**config.mk**
```make
export PLATFORM = sky130hd
export DESIGN_NAME = kfli_blend
export DESIGN_NICKNAME = d
export VERILOG_FILES = /design/src/rtl/core/kfli_pkg.sv /design/src/rtl/core/kfli_blend.sv
export SDC_FILE = /design/constraint.sdc
export NUM_CORES = 2
export LEC_CHECK = 0
export BUFFER_PORTS_ARGS = -buffer_cell sky130_fd_sc_hd__buf_4
export CORE_MARGIN = 8
export CORE_UTILIZATION = 55
export CTS_CLUSTER_DIAMETER = 40
export CTS_CLUSTER_SIZE = 16
export DETAILED_ROUTE_END_ITERATION = 7
export PLACE_DENSITY = 0.79
export SLEW_MARGIN = 30
export SYNTH_ARGS = -nofsm -noshare
export SYNTH_HDL_FRONTEND = slang
export SYNTH_SLANG_ARGS = --single-unit
```
**constraint.sdc**
```tcl
create_clock -name clk -period 20.8 [get_ports clk]
set_input_delay 1.04 -clock clk [delete_from_list [all_inputs] [get_ports clk]]
set_output_delay 1.04 -clock clk [all_outputs]
set_load 0.02 [all_outputs]
```
**src/rtl/core/kfli_pkg.sv**
```systemverilog
package kfli_pkg;

    localparam int WORDS_PER_FRAME = 16;
    localparam int CH_W = 4;
    localparam int VAL_W = 32;
    localparam int FRAC_W = 17;
    localparam logic [FRAC_W-1:0] FRAC_ONE = 17'h10000;
    localparam logic signed [VAL_W-1:0] NEAR_ZERO_RAW = 32'sd6;

    typedef enum logic [1:0] {
        OP_WRITE = 2'd0,
        OP_START = 2'd1,
        OP_TICK  = 2'd2,
        OP_STOP  = 2'd3
    } opcode_t;

    // divider control and status
    typedef struct packed {
        logic        start;
        logic [31:0] numer;
        logic [31:0] denom;
    } div_req_t;

    typedef struct packed {
        logic                busy;
        logic                done;
        logic [FRAC_W-1:0]   quot;
    } div_rsp_t;

endpackage

```
**src/rtl/core/kfli_blend.sv**
```systemverilog
module kfli_blend (
    input  logic                               clk,
    input  logic [kfli_pkg::FRAC_W-1:0]        frac,
    input  logic signed [kfli_pkg::VAL_W-1:0]  cur,
    input  logic signed [kfli_pkg::VAL_W-1:0]  nxt,
    output logic signed [kfli_pkg::VAL_W-1:0]  blended
);

    // frac*cur + (1-frac)*nxt = nxt + frac*(cur-nxt); one multiply, registered
    logic signed [32:0] diff;
    logic signed [51:0] prod_reg;
    logic signed [52:0] sum;

    assign diff = 33'(cur) - 33'(nxt);

    always_ff @(posedge clk)
    begin
        prod_reg <= 52'(diff * $signed({1'b0, frac}));
    end

    assign sum = 53'(prod_reg) + ($signed(53'(nxt)) <<< 16) + 53'sd32768;
    assign blended = sum[47:16];

endmodule

```
# Word level (Yosys, flattened, before mapping)
# Cells that the tools add are included.
# op_classes
n_addsub,3
mul,1
# ops
cell,count
"48-bit by 17-bit adder with 48-bit output, second input constant",1
48-bit adder,1
33-bit by 18-bit multiplier with 48-bit output,1
32-bit by 32-bit subtractor with 33-bit output,1
# totals
reg_bits,48
in_bits,82
elab_cells,5

# Longest topological paths before layout
# logic_depth
ltp_word,2
ltp_mapped,36
ltp_nobuf,35

# Worst setup path before layout
# No wires, ideal clock.
# synth_timing
kind,input to register
from,input port cur[0] in the netlist's numbering
to,register prod_reg[47]
setup_time_ns,0.130
t_arrival_ns,8.593
required_time_ns,20.670
slack_ns,12.077
cell_stages,33
path_cell_list,inv_1 -> ha_1 -> fa_1 -> nor2b_4 -> o31a_1 -> o31a_1 -> o21a_1 -> o21a_1 -> o21ai_0 -> nand2b_1 -> a21o_1 -> a21oi_4 -> buf_4 -> mux2_2 -> fa_1 -> inv_1 -> fa_1 -> fa_1 -> fa_1 -> fa_1 -> inv_1 -> fa_1 -> inv_1 -> ha_1 -> a21o_1 -> a21o_1 -> a21oi_1 -> o22ai_1 -> o21ai_0 -> nand3_1 -> and2_1 -> a211oi_1 -> xnor3_1
# synth_via
elab_chain_len,2
# synth_lines
item,line,source
"start, declared",kfli_blend.sv:4,"input logic signed [kfli_pkg::VAL_W-1:0] cur,"
32-bit by 32-bit subtractor with 33-bit output,kfli_blend.sv:14,assign diff = 33'(cur) - 33'(nxt);
33-bit by 18-bit multiplier with 48-bit output,kfli_blend.sv:18,"prod_reg <= 52'(diff * $signed({1'b0, frac}));"
"end signal, assigned",kfli_blend.sv:18,
"end, declared",kfli_blend.sv:11,logic signed [51:0] prod_reg;
# No other way between the ends.

# Worst setup path after layout
# layout_timing
from,input port cur[0] in the netlist's numbering
to,register prod_reg[44]
# The elaborated chain is that of the path after synthesis.

==> impl_metrics.json <==
{
  "number_of_filler_instances_in_the_final_layout": 3442,
  "wire_length_of_the_first_global_routing_pass_mm": 98.71,
  "count_of_routing_violations_after_the_opening_detailed_route_iteration": 1154,
  "final_core_util": 0.5957,
  "cts_sink_cnt": 33,
  "worstSetupPathType": "input port to flip-flop",
  "cts_max_path_buffers": 2,
  "initial_core_utilization": 0.5573,
  "layout.cells.most_common": "sky130_fd_sc_hd__inv_1",
  "buffer_ports.inserted": 113,
  "post_drt_wl_per_cell_um": 18.54,
  "asyncSetResetFlopFracSynth": 0,
  "critPathLaunchType": "input port",
  "final_cell_mix": "sky130_fd_sc_hd__inv_1 (657), sky130_fd_sc_hd__fa_1 (516), sky130_fd_sc_hd__nand2_1 (302), sky130_fd_sc_hd__and2_1 (270), sky130_fd_sc_hd__ha_1 (172)",
  "grt_pass1_vias": 19860,
  "floorplan.rows": 74,
  "firstDrtPassIters": 8,
  "number_of_gates_resized_after_cts": 0,
  "critical_path.endpoint_type": "flip-flop",
  "grt.total_usage": 0.2556,
  "grt_antenna_before_repair": 1,
  "floorplan.core_area_um2": 40830,
  "yosys_most_used_dff": "sky130_fd_sc_hd__dfxtp_1",
  "ys_top_cells_by_area": "sky130_fd_sc_hd__fa_1 (45%), sky130_fd_sc_hd__inv_1 (11%), sky130_fd_sc_hd__ha_1 (9.5%)",
  "synth_edf_count": 0,
  "largest_reg_flops": 33,
  "synth_top_cell_area_share": 0.4540,
  "timing.fmax_mhz": 98.83,
  "number_of_cells_produced_by_synthesis": 2635,
  "globalRouteOverflowTotal": 0,
  "netlist-cell-type-count": 67,
  "total_via_count_after_detailed_routing": 17800,
  "synth.largest_area_cell": "sky130_fd_sc_hd__fa_1",
  "cp_common_cell": "sky130_fd_sc_hd__fa_1",
  "io-pin-count": 114,
  "slew_violations": 0,
  "synth_compound_gate_area_share": 0.07462,
  "final_antenna_net_count": 0,
  "floorplan.die_area_um2": 48140,
  "clock_tree.htree_level_count": 2,
  "finalInstanceArea_um2": 24320,
  "num_antenna_cells": 0,
  "timing.critical_path.arrival_ns": 10.30,
  "synth.area.mux_share": 0.008578,
  "grt_max_degree": 40,
  "number_of_buffers_inserted_for_hold_repair_after_clock_tree_synthesis": 0,
  "clock_tree_from_tritoncts": "yes",
  "placement.setup.worst_slack_ns": 10.26,
  "cts.root.buffer_cell": "sky130_fd_sc_hd__clkbuf_16",
  "crit_fanout": 17,
  "timing.critical_path.slowest_cell_delay_ns": 0.70,
  "rsz0062_at_grt": "no",
  "cts-buffers-inserted": 5,
  "synth_simple_gate_area_share": 0.1788,
  "tightestPinTransition_ns": 1.014,
  "synthesis.yosys.warnings": 0,
  "drt-vias-per-instance": 5.543,
  "combinational_family_with_the_most_area_after_synthesis": "adder cells",
  "synth-xor-area-share": 0.03448,
  "postRouteWirelength_mm": 59.53,
  "setup_ws_ns": 10.68,
  "run_status": "finished, final reports clean",
  "hold_viol_final": 0,
  "holdCritPathClass": "input port to flip-flop",
  "dpl-instance-area_um2": 24120,
  "mappedNetlistArea_um2": 22750,
  "final.min_clock_period_ns": 10.12,
  "critical_path_required_ns": 20.98,
  "die_w_um": 219.4,
  "worst_slew_margin_rel": 0.3235,
  "drc_errors": 0,
  "fin_nets": 3449,
  "synth_area_per_cell_um2": 8.635,
  "report.final.setup_viol": 0,
  "multi_input_gate_area_um2": 19340,
  "die_height_um": 219.4,
  "fin_crit_sh": 0.4865,
  "synth_fa_ha_area_frac": 0.5491,
  "dp_hpwl_mm": 48.16,
  "maxCapViolCount": 0,
  "mapped_nets": 3406,
  "cts_setup_buffers": 0,
  "clk_pin_slew_ns": 0.06,
  "fin_setup_tns_ns": 0,
  "synth-seq-cells": 33,
  "regArea_um2": 660.6,
  "final_layout_size_suffix_gt1_frac": 0.06868,
  "areaGrowthSynthToFinish_pct": 6.890,
  "yosysSeqAreaShare": 0.02903,
  "gp_congestion": 0.9845,
  "cp_slowest_cell": "sky130_fd_sc_hd__a211oi_1"
}
worst max-delay path, delay by kind of cell:
| family | cells | cell delay, ns |
|---|---|---|
| adder cells (fa/ha/maj) | 9 | 3.83 |
| AO/OA/AOI/OAI | 13 | 3.79 |
| AND/OR/NAND/NOR | 5 | 0.74 |
| multiplexers | 1 | 0.43 |
| buffers and inverters | 5 | 0.30 |
| XOR/XNOR | 1 | 0.13 |
cell families after synthesis:
group	after synthesis
compound gates	253
xor+xnor	88
fa+ha+maj	689
buf+inv	756
flops	33
mux	18
simple gates	798
cells in the mapped netlist (all sizes together), types with 4 or more instances:
library cell / number
or3: 4
nand2: 302
xnor2: 58
buf: 8
nor4: 4
and3: 14
o21a: 14
nand2b: 38
a31oi: 10
a21oi: 78
o311ai: 5
o41ai: 4
mux2i: 6
a2111oi: 4
nor2: 62
o21bai: 9
o21ai: 47
ha: 173
and2: 271
inv: 657
fa: 516
xor2: 29
dfxtp: 33
a211oi: 7
mux2: 12
nand4: 6
nor2b: 41
nor3: 28
clkbuf: 91
and4: 4
a21o: 42
nand3: 16
o31ai: 6
final timing paths:
check	to	start	depth (start not counted)
min	prod_reg[47]$_DFF_P_	frac[15]	3
max	prod_reg[44]$_DFF_P_	cur[0]	34
cell type report:
class                   instances  area share
inverters                     657      0.1014
clock buffers                   6    0.005710
flip-flops and latches         33     0.02716
clock inverters                 2    0.001543
repair buffers                135     0.04167
well taps                     532     0.02737
multi-input cells            1846      0.7952
stage by stage:
| step | hold slack, ns | instances |
|---|---|---|
| after floorplan | 1.305 | 2635 |
| after global placement | 1.625 | 3203 |
| after detailed placement | 1.662 | 3203 |
| after CTS | 1.361 | 3211 |
| after global routing | 1.399 | 3211 |
| final | 1.384 | 3211 |
routing by layer:
| metal | part of all wire | track usage | up-vias |
|---|---|---|---|
| met1 | 0.37 | 0.3031 | 9022 |
| li1 | - | - | 7900 |
| met2 | 0.52 | 0.4628 | 701 |
| met5 | 0 | 0 | - |
| met3 | 0.069 | 0.03952 | 177 |
| met4 | 0.035 | 0.09342 | 0 |
Power is not shown: default switching activity piles up to over one toggle a cycle in this logic, so the estimate is an artifact.
