`src/rtl/core/kfli_pkg.sv`:
```
package kfli_pkg;

    localparam int WORDS_PER_FRAME = 16;
    localparam int CH_W = 4;
    localparam int VAL_W = 32;
    localparam int FRAC_W = 17;
    localparam logic [FRAC_W-1:0] FRAC_ONE = 17'h10000;
    localparam logic signed [VAL_W-1:0] NEAR_ZERO_RAW = 32'sd6;

    typedef enum logic [1:0] {
        OP_WRITE = 2'd0,
        OP_START = 2'd1,
        OP_TICK  = 2'd2,
        OP_STOP  = 2'd3
    } opcode_t;

    // divider control and status
    typedef struct packed {
        logic        start;
        logic [31:0] numer;
        logic [31:0] denom;
    } div_req_t;

    typedef struct packed {
        logic                busy;
        logic                done;
        logic [FRAC_W-1:0]   quot;
    } div_rsp_t;

endpackage

```
`src/rtl/core/kfli_div.sv`:
```
module kfli_div (
    input  logic               clk,
    input  logic               rst_n,
    input  kfli_pkg::div_req_t req,
    output kfli_pkg::div_rsp_t rsp
);

    // restoring divider, one quotient bit per cycle: (numer << 16) / denom
    localparam int STEPS = 48;
    localparam int CNT_W = $clog2(STEPS + 1);

    logic [47:0]      num_reg, num_next;
    logic [32:0]      rem_reg, rem_next;
    logic [31:0]      den_reg, den_next;
    logic [CNT_W-1:0] cnt_reg, cnt_next;
    logic             busy_reg, busy_next;
    logic             done_reg, done_next;
    logic [32:0]      trial;

    assign trial = {rem_reg[31:0], num_reg[47]} - {1'b0, den_reg};

    always_comb
    begin
        num_next  = num_reg;
        rem_next  = rem_reg;
        den_next  = den_reg;
        cnt_next  = cnt_reg;
        busy_next = busy_reg;
        done_next = 1'b0;
        if (req.start)
        begin
            num_next  = {req.numer, 16'h0000};
            rem_next  = '0;
            den_next  = req.denom;
            cnt_next  = CNT_W'(STEPS);
            busy_next = 1'b1;
        end
        else if (busy_reg)
        begin
            if (!trial[32])
            begin
                rem_next = trial;
                num_next = {num_reg[46:0], 1'b1};
            end
            else
            begin
                rem_next = {rem_reg[31:0], num_reg[47]};
                num_next = {num_reg[46:0], 1'b0};
            end
            cnt_next = cnt_reg - 1'b1;
            if (cnt_reg == CNT_W'(1))
            begin
                busy_next = 1'b0;
                done_next = 1'b1;
            end
        end
    end

    always_ff @(posedge clk or negedge rst_n)
    begin
        if (!rst_n)
        begin
            cnt_reg  <= '0;
            busy_reg <= 1'b0;
            done_reg <= 1'b0;
        end
        else
        begin
            cnt_reg  <= cnt_next;
            busy_reg <= busy_next;
            done_reg <= done_next;
        end
    end

    always_ff @(posedge clk)
    begin
        num_reg <= num_next;
        rem_reg <= rem_next;
        den_reg <= den_next;
    end

    // quotient is below 2^16 + 1 whenever dur > elapsed > 0; clamp anyway
    always_comb
    begin
        rsp.busy = busy_reg;
        rsp.done = done_reg;
        if (num_reg[47:17] != '0)
        begin
            rsp.quot = kfli_pkg::FRAC_ONE;
        end
        else
        begin
            rsp.quot = (num_reg[16:0] > kfli_pkg::FRAC_ONE) ? kfli_pkg::FRAC_ONE
                                                           : num_reg[16:0];
        end
    end

endmodule

```
`config.mk`:
```
export PLATFORM = sky130hd
export DESIGN_NAME = kfli_div
export DESIGN_NICKNAME = d
export VERILOG_FILES = /design/src/rtl/core/kfli_pkg.sv /design/src/rtl/core/kfli_div.sv
export SDC_FILE = /design/constraint.sdc
export NUM_CORES = 1
export LEC_CHECK = 0
export ABC_CLOCK_PERIOD_IN_PS = 3250
export BUFFER_PORTS_ARGS = -buffer_cell sky130_fd_sc_hd__buf_2
export CAP_MARGIN = 25
export CORE_MARGIN = 3
export CORE_UTILIZATION = 30
export CTS_CLUSTER_DIAMETER = 100
export DETAILED_ROUTE_END_ITERATION = 10
export GPL_TIMING_DRIVEN = 1
export MAX_ROUTING_LAYER = met4
export PLACE_DENSITY = 0.52
export SYNTH_ARGS = -nofsm -noshare
export SYNTH_HDL_FRONTEND = slang
export SYNTH_SLANG_ARGS = --single-unit
```
`constraint.sdc`:
```
create_clock -name clk -period 3.25 [get_ports clk]
set_input_delay 0.975 -clock clk [delete_from_list [all_inputs] [get_ports clk]]
set_output_delay 0.975 -clock clk [all_outputs]
set_load 0.1 [all_outputs]
```
== Yosys cells after proc, flatten, opt, wreduce, memory -nomap -nowiden ==
Index checks and enable logic that the tools add are counted.
Cells by class
  reduce and logical (&&, ||, !) cells: 2
  magnitude comparators: 1
  eq/ne operators: 1
  multiplexer cells: 14
  add/sub/neg operators: 2
Operators with widths (number)
  48-bit 2-to-1 mux: 2
  17-bit 2-to-1 mux: 2
  33-bit by 32-bit subtractor with 33-bit output: 1
  32-bit 2-to-1 mux: 1
  31-bit nonzero test: 1
  17-bit greater-than comparator, second input constant: 1
  6-bit 2-to-1 mux: 2
  1-bit 2-to-1 mux: 7
  6-bit by 1-bit == test with 1-bit output, second input constant: 1
  6-bit by 1-bit subtractor with 6-bit output, second input constant: 1
  2-bit nonzero test: 1
Word-level totals
  register bits: 120
  logic and storage cells: 27
  bits of input ports: 67
  output and inout port bits: 19

== Logic depth before layout (Yosys ltp) ==
Gate-level depths: netlist (run 1).
  depth in word-level cells: 4
  depth in mapped cells: 13
  depth with buffers taken out: 11

== Worst setup path after synthesis (run 1) ==
No wires, ideal clock.
  kind: reg2out
  from: register num_reg[24]
  to: output port rsp[9] (netlist name)
  cell stages (with the launch flop): 5
  required time: 2275 ps
  buffers on the path: 0
  setup slack: -677 ps
  arrival time: 2952 ps
  path through: edfxtp_1 nor4_1 nand4_1 or3_1 nor2_1
RTL lines
  start: declaration: line kfli_div.sv:12  | logic [47:0] num_reg, num_next;
  start signal: assignment: line kfli_div.sv:77  | num_reg <= num_next;
  end: declaration: line kfli_div.sv:5  | output kfli_pkg::div_rsp_t rsp

==> results of run 1 <==
[critical path, stage by stage (launching register included)]
cell      delay, ns
edfxtp_1       0.40
nor4_2         0.32
nand4_1        0.26
a211oi_2       0.29
buf_6          0.17
and2_1         0.20
buf_12         0.19
[per-layer routing]
layer  up-vias  track usage [%]  part of all wire (%)
met1      2753             21.4                    50
li1       2891                -                     -
met5         -                -                     0
met3        18             2.72                   4.1
met4         0             4.88                   1.4
met2       134             22.2                    45
[how the worst max path moves through the flow]
| stage | slack, ns | start | cells after the start | end |
|---|---|---|---|---|
| final | 0.03 | num_reg[42] | 6 | rsp[14] |
| after global routing | -0.09 | num_reg[39] | 6 | rsp[7] |
| after CTS | -0.01 | num_reg[42] | 6 | rsp[14] |
| after detailed placement | 0.02 | num_reg[47] | 12 | rem_reg[21] |
| after global placement | 0.17 | num_reg[47] | 12 | rem_reg[26] |
| after floorplan | 0.08 | num_reg[24] | 4 | rsp[9] |
[per-stage QoR]
stage          instances  setup WS [ns]
3_3_place_gp        1103          0.168
6_report            1140         0.0299
2_1_floorplan        727         0.0770
4_1_cts             1135        -0.0146
5_1_grt             1140        -0.0867
3_5_place_dp        1103         0.0177
[cell families (layout without fill, tap and decap cells)]
logic type | Yosys count | in the layout | synth area share, %
buffers and inverters | 86 | 186 | 5.08
and+or+nand+nor | 236 | 236 | 17.0
xor gates and xnor gates | 27 | 27 | 3.39
muxes | 18 | 18 | 2.60
DFF | 120 | 120 | 44.2
AOI/OAI and AO/OA | 205 | 205 | 21.4
adders and majority gates | 35 | 35 | 6.39
[final cells by class]
class                      count  area share, %
clock buffer                  17           4.87
sequential                   120           35.3
inverter                      43           1.85
clock inverter                15           1.69
timing repair buffer         111           10.1
multi-input combinational    521           41.7
tap                          313           4.48
[Yosys cell counts, drive strengths merged, types with 11 or more instances]
| master | n |
|---|---|
| a311oi | 17 |
| a22o | 31 |
| nand3 | 27 |
| nor2 | 65 |
| edfxtp | 64 |
| dfxtp | 48 |
| nand4 | 14 |
| nand2 | 44 |
| mux2i | 17 |
| a21o | 24 |
| xor2 | 12 |
| a21oi | 36 |
| and2 | 24 |
| nor4 | 14 |
| buf | 12 |
| inv | 43 |
| nand2b | 11 |
| xnor2 | 15 |
| ha | 34 |
| o21ai | 33 |
| nor3 | 13 |
| clkbuf | 31 |
[power by group]
part | internal [mW] | total, mW | switching [mW]
clock | 1.02 | 1.86 | 0.841
sequential | 1.70 | 1.75 | 0.0528
combinational | 0.185 | 0.417 | 0.231
[layout by cell type (no fill, tap or decap), types with 5 or more instances in the layout]
master / n
and2_1: 23
a21o_1: 24
ha_1: 33
a21oi_1: 35
xnor2_1: 15
buf_12: 17
nor2_1: 63
a211oi_1: 8
inv_8: 8
edfxtp_1: 64
dfrtp_1: 7
a311oi_1: 17
o221ai_1: 6
mux2i_1: 17
inv_1: 43
nand2_1: 44
buf_4: 24
and3_1: 5
dfxtp_1: 48
clkbuf_16: 17
a22o_1: 31
buf_2: 68
nand2b_1: 10
o211ai_1: 8
nand4_1: 14
xor2_1: 12
nand3_1: 27
nor3_1: 13
o21ai_0: 31
o21a_1: 7
nor4_1: 10
[timing repair]
action | CTS | global route
setup buffers | 0 | 5
pin swaps | 3 | 6
setup endpoints to repair | 18 | 48
gates resized for setup | 4 | 13
hold buffers | 0 | 0
==> summary.md, run 1 <==
| Metric | Value |
|---|---|
| Status | completed |
| R2R setup slack | roughly 0.19 ns |
| Pwr Total | 4.03 mW |
| CORE AREA | approximately 0.023 mm2 |
| Gr usage total | ~15% |
| Final period utilization | between 90% and 100% |
| Detail Route Antenna Nets | 0 |
| Netlist Area Pre-Place | between 0.006 and 0.007 mm2 |
| Crit-path max FO | 15 |
| Die area | 0.0251 mm2 |
| CTS Buffer Depth | 2 |
| FP Rows | 55 |
| I/O Buffers | between 80 and 90 |
| Post-synthesis sequential area ratio | between 40 and 50% |
| Largest net degree at the start of global routing | between 50 and 60 |
| Worst setup SP type | flop |
| Max VDD drop | between 0.0003 and 0.0004 V |
| Max-slew violations | 0 |
| Antenna Diode Count | 0 |
| Pwr Density | ~460 mW/mm2 |
| Synth Area per Inst | 9.59 um2 |
| Worst r2r src | num_reg[47] |
| RSZ-0062 raised after global routing | true |
| # IOs | between 80 and 90 |
| Vias | roughly 5800 |
| Initial antenna violation count | 0 |
| Finished Core Util | between 30% and 40% |
| Fin Clk Skew | roughly 0.012 ns |
| Fin area | between 0.008 and 0.009 mm2 |
| Largest register FFs | between 40 and 50 |
| Final setup violation count | 0 |
| Crit end category | output port |
| First-pass DRT Iterations | 5 |
| Final Hold Violating Endpoints | 0 |
| Yosys cell types | between 70 and 80 |
| Die Ht | between 150 and 200 um |
| # DRC | 0 |
| R2r worst-path depth | 12 |
| Max Freq | between 0.3 and 0.4 GHz |
| Critical path class | reg2out |
| Primary FF master, synth | edfxtp_1 |
| Reg area | ~0.0031 mm2 |
| Die W | between 150 and 200 um |
| #FFs+latches synth | 120 |
| Slew @ Worst Pin | between 0.6 and 0.7 ns |
| Syn_nets | approximately 830 |
| Share of cells above drive strength 1 | between 20% and 30% |
| Clk sinks | 120 |
| Mapped Cells | roughly 730 |
| Overflow after GRT | 0 |
| Hold slack | approximately 0.38 ns |
| CTS Buf Count | 17 |
| CTS tree | done |
| HPWL Detailed | around 13 mm |
| Global-route wire length before repair | roughly 30 mm |
| Pleak | between 3 and 4 nW |
| H-tree depth | 4 |
| Final nets | just over 900 |
| Final Routed Wirelength | ~18 mm |
| Post-synth EDFFs | 64 |
| CP arrival | between 2 and 2.5 ns |
| Slew headroom | 55.2% |
| DP Area | 0.00804 mm2 |
| Period minus WS final | roughly 3.2 ns |
| Vias per cell | 5.08 |
| Clk_lat worst skew | between 0.4 and 0.5 ns |
| Ys Warns | 0 |
| Clock root buffer | clkbuf_16 |
| Area Growth Syn to Fin | 25.3% |
| R2R Path End | rem_reg[14] |
| Area of the multi-input gates | about 0.0036 mm2 |
| Post-synth top area share | between 20 and 30% |
| Fill count | between 2000 and 2500 |
| Yosys top cell by area | edfxtp_1 |
| Synth top area cells | edfxtp_1 28%, dfxtp_1 14%, ha_1 6.1%, a22o_1 3.9%, nor2_1 3.5% |
| Maxcap violations | 0 |
| Worst Path Required | about 2.3 ns |
| Total Negative Setup Slacks | 0 ns |
| RePlAce Congestion | about 0.86 |
| Drt wl/cell | 16.1 um |
| Clk pin slew, worst setup/hold paths | about 0.070 ns |
| Async set-reset flop share out of synthesis | between 6 and 7% |
| Type of the worst min-delay path | in2async |
| Vias in the first global route | roughly 5500 |
| Initial drt markers | 519 |
| Initial Utilization | 30.6% |
(Power assumes the default switching activity.)
==> run 2, diff against run 1 <==
--- a/config.mk
+++ b/config.mk
@@ -5,6 +5,7 @@
 export SDC_FILE = /design/constraint.sdc
 export NUM_CORES = 1
 export LEC_CHECK = 0
+export ABC_AREA = 1
 export ABC_CLOCK_PERIOD_IN_PS = 3250
 export BUFFER_PORTS_ARGS = -buffer_cell sky130_fd_sc_hd__buf_2
 export CAP_MARGIN = 25
@@ -14,7 +15,7 @@
 export DETAILED_ROUTE_END_ITERATION = 10
 export GPL_TIMING_DRIVEN = 1
 export MAX_ROUTING_LAYER = met4
-export PLACE_DENSITY = 0.52
+export PLACE_DENSITY_LB_ADDON = 0.15
 export SYNTH_ARGS = -nofsm -noshare
 export SYNTH_HDL_FRONTEND = slang
 export SYNTH_SLANG_ARGS = --single-unit
==> summary.md, run 2 <==
| Metric | Value |
|---|---|
| Status | completed |
| Gr usage total | approximately 16% |
| Primary FF master, synth | edfxtp_1 |
| Final Hold Violating Endpoints | 0 |
| Final period utilization | a little over nine tenths |
| Yosys top cell by area | edfxtp_1 |
| Most common library cells after synthesis | 422 x nand2_1, 209 x inv_1, 64 x edfxtp_1, 64 x nand3_1, 48 x dfxtp_1 |
| Global-route wire length before repair | 35.2 mm |
| Mapped Cells | between 1000 and 1500 |
| #FFs+latches synth | between 100 and 150 |
| Share of cells above drive strength 1 | 16.9% |
| Synth top area cells | edfxtp_1 24%, nand2_1 20%, dfxtp_1 12%, inv_1 10%, ha_1 5.4% |
| Most common cell in the synthesized netlist | nand2_1 |
| Post-synthesis sequential area ratio | between 30% and 40% |
| Initial antenna violation count | 5 |
| Async set-reset flop share out of synthesis | about 6.7% |
| Final nets | approximately 1300 |
| Period minus WS final | 3.17 ns |
| RePlAce Congestion | ~0.89 |
| # DRC | 0 |
| Crit-path slowest cell | edfxtp_1 |
| CORE AREA | roughly 0.025 mm2 |
| First-pass DRT Iterations | 5 |
| Largest delay share family, worst path | simple AND/OR/NAND/NOR gates |
| Clk sinks | between 100 and 150 |
| Clk pin slew, worst setup/hold paths | about 0.060 ns |
| # IOs | 86 |
| Final Non-Filler Cells | 1544 |
| Worst setup SP type | flop |
| Power share of the combinational group | between 10% and 20% |
| Vias | 6900 |
| H-tree depth | 4 |
| Critical path class | reg2out |
| Sw power | roughly 1.2 mW |
| Ys Warns | 0 |
| Commonest cells after routing, fill and taps aside | 422 x nand2_1, 209 x inv_1, 68 x buf_2 |
| Pwr Density | 432 mW/mm2 |
| CP arrival | roughly 2.2 ns |
| Slew headroom | between 50% and 60% |
| RSZ-0062 raised after global routing | true |
| Inst Count DP | around 1500 |
| CP Cell Sequence | nor4_2, nand2_1, nor2_2, nand4_1, buf_6, nor3_1, buf_12 |
| Max-slew violations | 0 |
| Hold Buf Count CTS | 0 |
| DP Area | approximately 0.009 mm2 |
| Die Ht | ~170 um |
| Syn_nets | about 1200 |
| Detail Route Antenna Nets | 0 |
| Final Routed Wirelength | 21.6 mm |
| Max VDD drop | about 0.00028 V |
| Fin Clk Skew | slightly above 0.02 ns |
| I/O Buffers | 85 |
| Type of the worst min-delay path | in2async |
| Post-synth EDFFs | 64 |
| Die area | approximately 0.028 mm2 |
| Netlist Area Pre-Place | approximately 0.0079 mm2 |
| CTS Buffer Depth | 2 |
| Largest register FFs | 48 |
| CP bufs+invs | 2 |
| Die W | around 170 um |
| Critical path depth | 7 |
| Clock root buffer | clkbuf_16 |
| Commonest non-fill, non-tap cell in the layout | nand2_1 |
| R2r worst-path depth | 17 |
| Max Freq | ~0.32 GHz |
| Worst Path Required | between 2 and 2.5 ns |
| Int Pwr | roughly 3.0 mW |
| Peak per-stage delay on the critical path | 0.41 ns |
| Post-synth top area share | roughly 24% |
| Clock Power Share | approximately 47% |
| Pleak | just under 5 nW |
| Largest net degree at the start of global routing | 65 |
| Final setup violation count | 0 |
| CTS tree | done |
| Maxcap violations | 0 |
| Initial drt markers | 267 |
| Flop pwr share | a little over two fifths |
| Initial Utilization | slightly above 30% |
| Clk_lat worst skew | ~0.43 ns |
| Switching share of total power | 27.7% |
| Total Negative Setup Slacks | 0 ns |
| Area Growth Syn to Fin | 23.2% |
| Yosys cell types | 44 |
| Drt wl/cell | around 14 um |
| HPWL Detailed | around 16 mm |
| Vias per cell | approximately 4.5 |
| Slew @ Worst Pin | 0.606 ns |
| Fin area | 0.00968 mm2 |
| Crit-path max FO | 8 |
| Crit end category | output port |
| FP Rows | a little under 60 |
| Overflow after GRT | 0 |
| Synth Area per Inst | around 7 um2 |
| Vias in the first global route | around 6900 |
| CTS Buf Count | 17 |
==> run 2: cell types whose count changed after synthesis, sizes merged, moves of 17 or more <==
cell    previous run  this run
inv               43       215
a21o              24         1
mux2i             17         0
nand2             44       453
a22o              31        11
a311oi            17         0
and2              24         7
nand3             27        72
nor2              65        40
o21ai             33        10
==> run 2: kinds of logic after synthesis <==
logic type | share of synthesized area [%]
buffers and inverters | 12.3
DFF | 39.2
and+or+nand+nor | 36.0
xor gates and xnor gates | 1.00
AOI/OAI and AO/OA | 5.73
adders and majority gates | 5.67
==> run 2: power by group through the flow <==
stage	Clock [mW]	Combinational [mW]	Sequential (mW)
finish	1.97	0.473	1.74
global route	2.09	0.541	1.75
CTS	2.02	0.473	1.74
detailed placement	0	0.469	1.77
global placement	0	0.472	1.77
floorplan	0	0.322	1.76
==> run 2: what timing repair did <==
action | 4_1_cts | 5_1_grt
resized for setup | 3 | 11
endpoints found under the setup margin | 17 | 17
pin swaps | 1 | 12
setup buffers | 2 | 1
==> run 2: layout make-up <==
cell class	instances	area [um2]
sequential	120	3080
timing repair buffer	97	782
inverter	216	811
fill	2709	15800
clock buffer	18	429
antenna	6	15.0
tap	330	413
multi-input combinational	743	3990
clock inverter	14	164
==> run 2: layer usage <==
layer	routed length [um]	part of all wire (%)	GRT usage (%)	up-vias
li1	-	-	-	3649
met2	9790	45	25.0	128
met5	0	0	-	-
met1	10600	49	21.2	3109
met4	255	1.2	4.13	0
met3	966	4.5	3.92	14
==> run 2: path summary, 6_finish.rpt <==
kind / start / end / slack [ns]
worst max-delay path: num_reg[21] / rsp[2] / 0.08
worst min register to register: rem_reg[19] / rem_reg[19] / 0.47
worst max register to register: num_reg[47] / rem_reg[31] / 0.61
worst min-delay path: rst_n / busy_reg / 0.38
max in group asynchronous: rst_n / cnt_reg[4] / 2.70
min in group clk: rem_reg[19] / rem_reg[19] / 0.47
==> run 2: through the flow <==
step	hold slack, ns	setup WS [ns]	total power [mW]	utilization [%]
2_1_floorplan	0.448	-0.826	2.08	-
3_3_place_gp	0.462	0.154	2.24	35.3
3_5_place_dp	0.465	0.188	2.24	35.3
4_1_cts	0.373	0.00107	4.23	37.7
5_1_grt	0.379	-0.0412	4.38	38.0
6_report	0.378	0.0812	4.18	38.0
==> run 3, diff against run 2 <==
--- a/config.mk
+++ b/config.mk
@@ -5,7 +5,7 @@
 export SDC_FILE = /design/constraint.sdc
 export NUM_CORES = 1
 export LEC_CHECK = 0
-export ABC_AREA = 1
+export ABC_AREA = 0
 export ABC_CLOCK_PERIOD_IN_PS = 3250
 export BUFFER_PORTS_ARGS = -buffer_cell sky130_fd_sc_hd__buf_2
 export CAP_MARGIN = 25
==> summary.md, run 3 (synthesized netlist as in run 1, its figures left out) <==
| Metric | Value |
|---|---|
| Status | completed |
| Drt wl/cell | about 16 um |
| # DRC | 0 |
| I/O Buffers | 85 |
| Final period utilization | 97.6% |
| Fin Clk Skew | around 0.011 ns |
| RePlAce Congestion | between 0.8 and 0.9 |
| Global-route wire length before repair | between 20 and 30 mm |
| CTS Buf Count | 17 |
| Pwr Density | between 400 and 500 mW/mm2 |
| Final Hold Violating Endpoints | 0 |
| Die area | approximately 0.025 mm2 |
| RSZ-0062 raised after global routing | true |
| Largest register FFs | 48 |
| Pre-CTS WS | 0.169 ns |
| HPWL Detailed | 13.0 mm |
| Die W | between 150 and 200 um |
| Max-slew violations | 0 |
| Hold slack | just under 0.4 ns |
| Vias per cell | around 5 |
| Crit end category | output port |
| Type of the worst min-delay path | in2async |
| Clock root buffer | clkbuf_16 |
| Area of the multi-input gates | roughly 0.0037 mm2 |
| Commonest non-fill, non-tap cell in the layout | buf_2 |
| Final setup violation count | 0 |
| Critical path class | reg2out |
| Worst Path Required | between 2 and 2.5 ns |
| CTS Buffer Depth | 2 |
| Slew @ Worst Pin | roughly 0.60 ns |
| Area Growth Syn to Fin | 25.5% |
| Fin area | around 0.0088 mm2 |
| Gr usage total | between 10% and 20% |
| Pleak | between 3 and 4 nW |
| Clk_lat worst skew | roughly 0.42 ns |
| Worst setup SP type | flop |
| Overflow after GRT | 0 |
| Share of cells above drive strength 1 | a little over 20% |
| Largest net degree at the start of global routing | 60 |
| DP Area | ~0.008 mm2 |
| Pwr Total | 4.02 mW |
| Clk sinks | 120 |
| # IOs | 86 |
| Vias | 5703 |
| Initial antenna violation count | 0 |
| Crit-path max FO | 8 |
| Initial Utilization | a little under a third |
| FP Rows | 55 |
| Die Ht | roughly 160 um |
| CTS tree | done |
| Vias in the first global route | ~5600 |
| Max VDD drop | slightly below 0.0003 V |
| Period minus WS final | 3.17 ns |
| Slew headroom | between 60% and 70% |
| CP arrival | roughly 2.2 ns |
| Clk pin slew, worst setup/hold paths | 0.06 ns |
| Commonest cells after routing, fill and taps aside | 68 x buf_2, 64 x nor2_1, 64 x edfxtp_1 |
| Initial drt markers | 320 |
| Max Freq | 0.315 GHz |
| Worst setup margin | 0.0776 ns |
| Reg area | between 0.003 and 0.004 mm2 |
| H-tree depth | 4 |
| Total Negative Setup Slacks | 0 ns |
| Fill count | 2305 |
| Maxcap violations | 0 |
| Final Routed Wirelength | ~18 mm |
| First-pass DRT Iterations | 5 |
| CORE AREA | approximately 0.023 mm2 |
| Antenna Diode Count | 0 |
| Detail Route Antenna Nets | 0 |
| Final nets | roughly 910 |
-- run 3: changes by cell type in the layout (fill, tap and decap cells not counted), moves of 20 or more --
cell	before	now
nand2_1	422	44
inv_1	209	43
nand3_1	64	27
nor2_1	32	64
a21o_1	1	24
nand2_2	21	0
a22o_1	11	31
o21ai_0	10	30
-- run 3: cell type report --
cell class | instances | area share (%)
clock buffers | 18 | 4.90
clock inverters | 14 | 1.67
inverters | 43 | 1.84
multi-input cells | 521 | 41.7
flip-flops and latches | 120 | 35.2
well taps | 313 | 4.48
repair buffers | 109 | 10.1
-- run 3: power breakdown --
group	leakage (nW)	internal, mW	switching [mW]
Combinational	2.36	0.183	0.226
Sequential	1.15	1.70	0.0524
Clock	0.269	1.13	0.728
Total	3.78	3.01	1.01
-- run 3: path summary, 6_finish.rpt --
path	start	slack, ns	end	depth (start not counted)
max	num_reg[47]	0.08	rsp[15]	6
min	rst_n	0.40	cnt_reg[0]	1
max reg2reg	num_reg[47]	0.27	rem_reg[30]	12
min reg2reg	rem_reg[20]	0.50	rem_reg[20]	2
max in group asynchronous	rst_n	2.66	busy_reg	1
min in group clk	rem_reg[20]	0.50	rem_reg[20]	2
-- run 3: routing by layer --
layer / vias up / GRT usage (%) / wire length, um / share of wire, %
li1: 2883 / - / - / -
met1: 2696 / 20.4 / 9050 / 49
met2: 113 / 23.7 / 8420 / 46
met3: 11 / 3.67 / 740 / 4.0
met4: 0 / 4.22 / 214 / 1.2
met5: - / - / 0 / 0
-- run 3: worst max-delay path: stages, from the launching register on --
cell and delay (ns):
edfxtp_1 0.41, nor4_2 0.33, nand4_1 0.19, a211oi_2 0.28, buf_4 0.19, and2_1 0.18, buf_12 0.18
-- run 3: timing repair --
item	CTS	global route
gates resized for setup	7	14
gates cloned	1	0
setup endpoints to repair	15	46
buffers inserted	0	4
endpoints found under the hold margin	0	0
hold buffers	0	0
pin swaps	2	4
-- run 3: metrics by stage --
stage               instances  utilization, %
floorplan                 727               -
global placement         1101            35.3
detailed placement       1101            35.3
CTS                      1134            38.0
global route             1138            38.4
finish                   1138            38.4
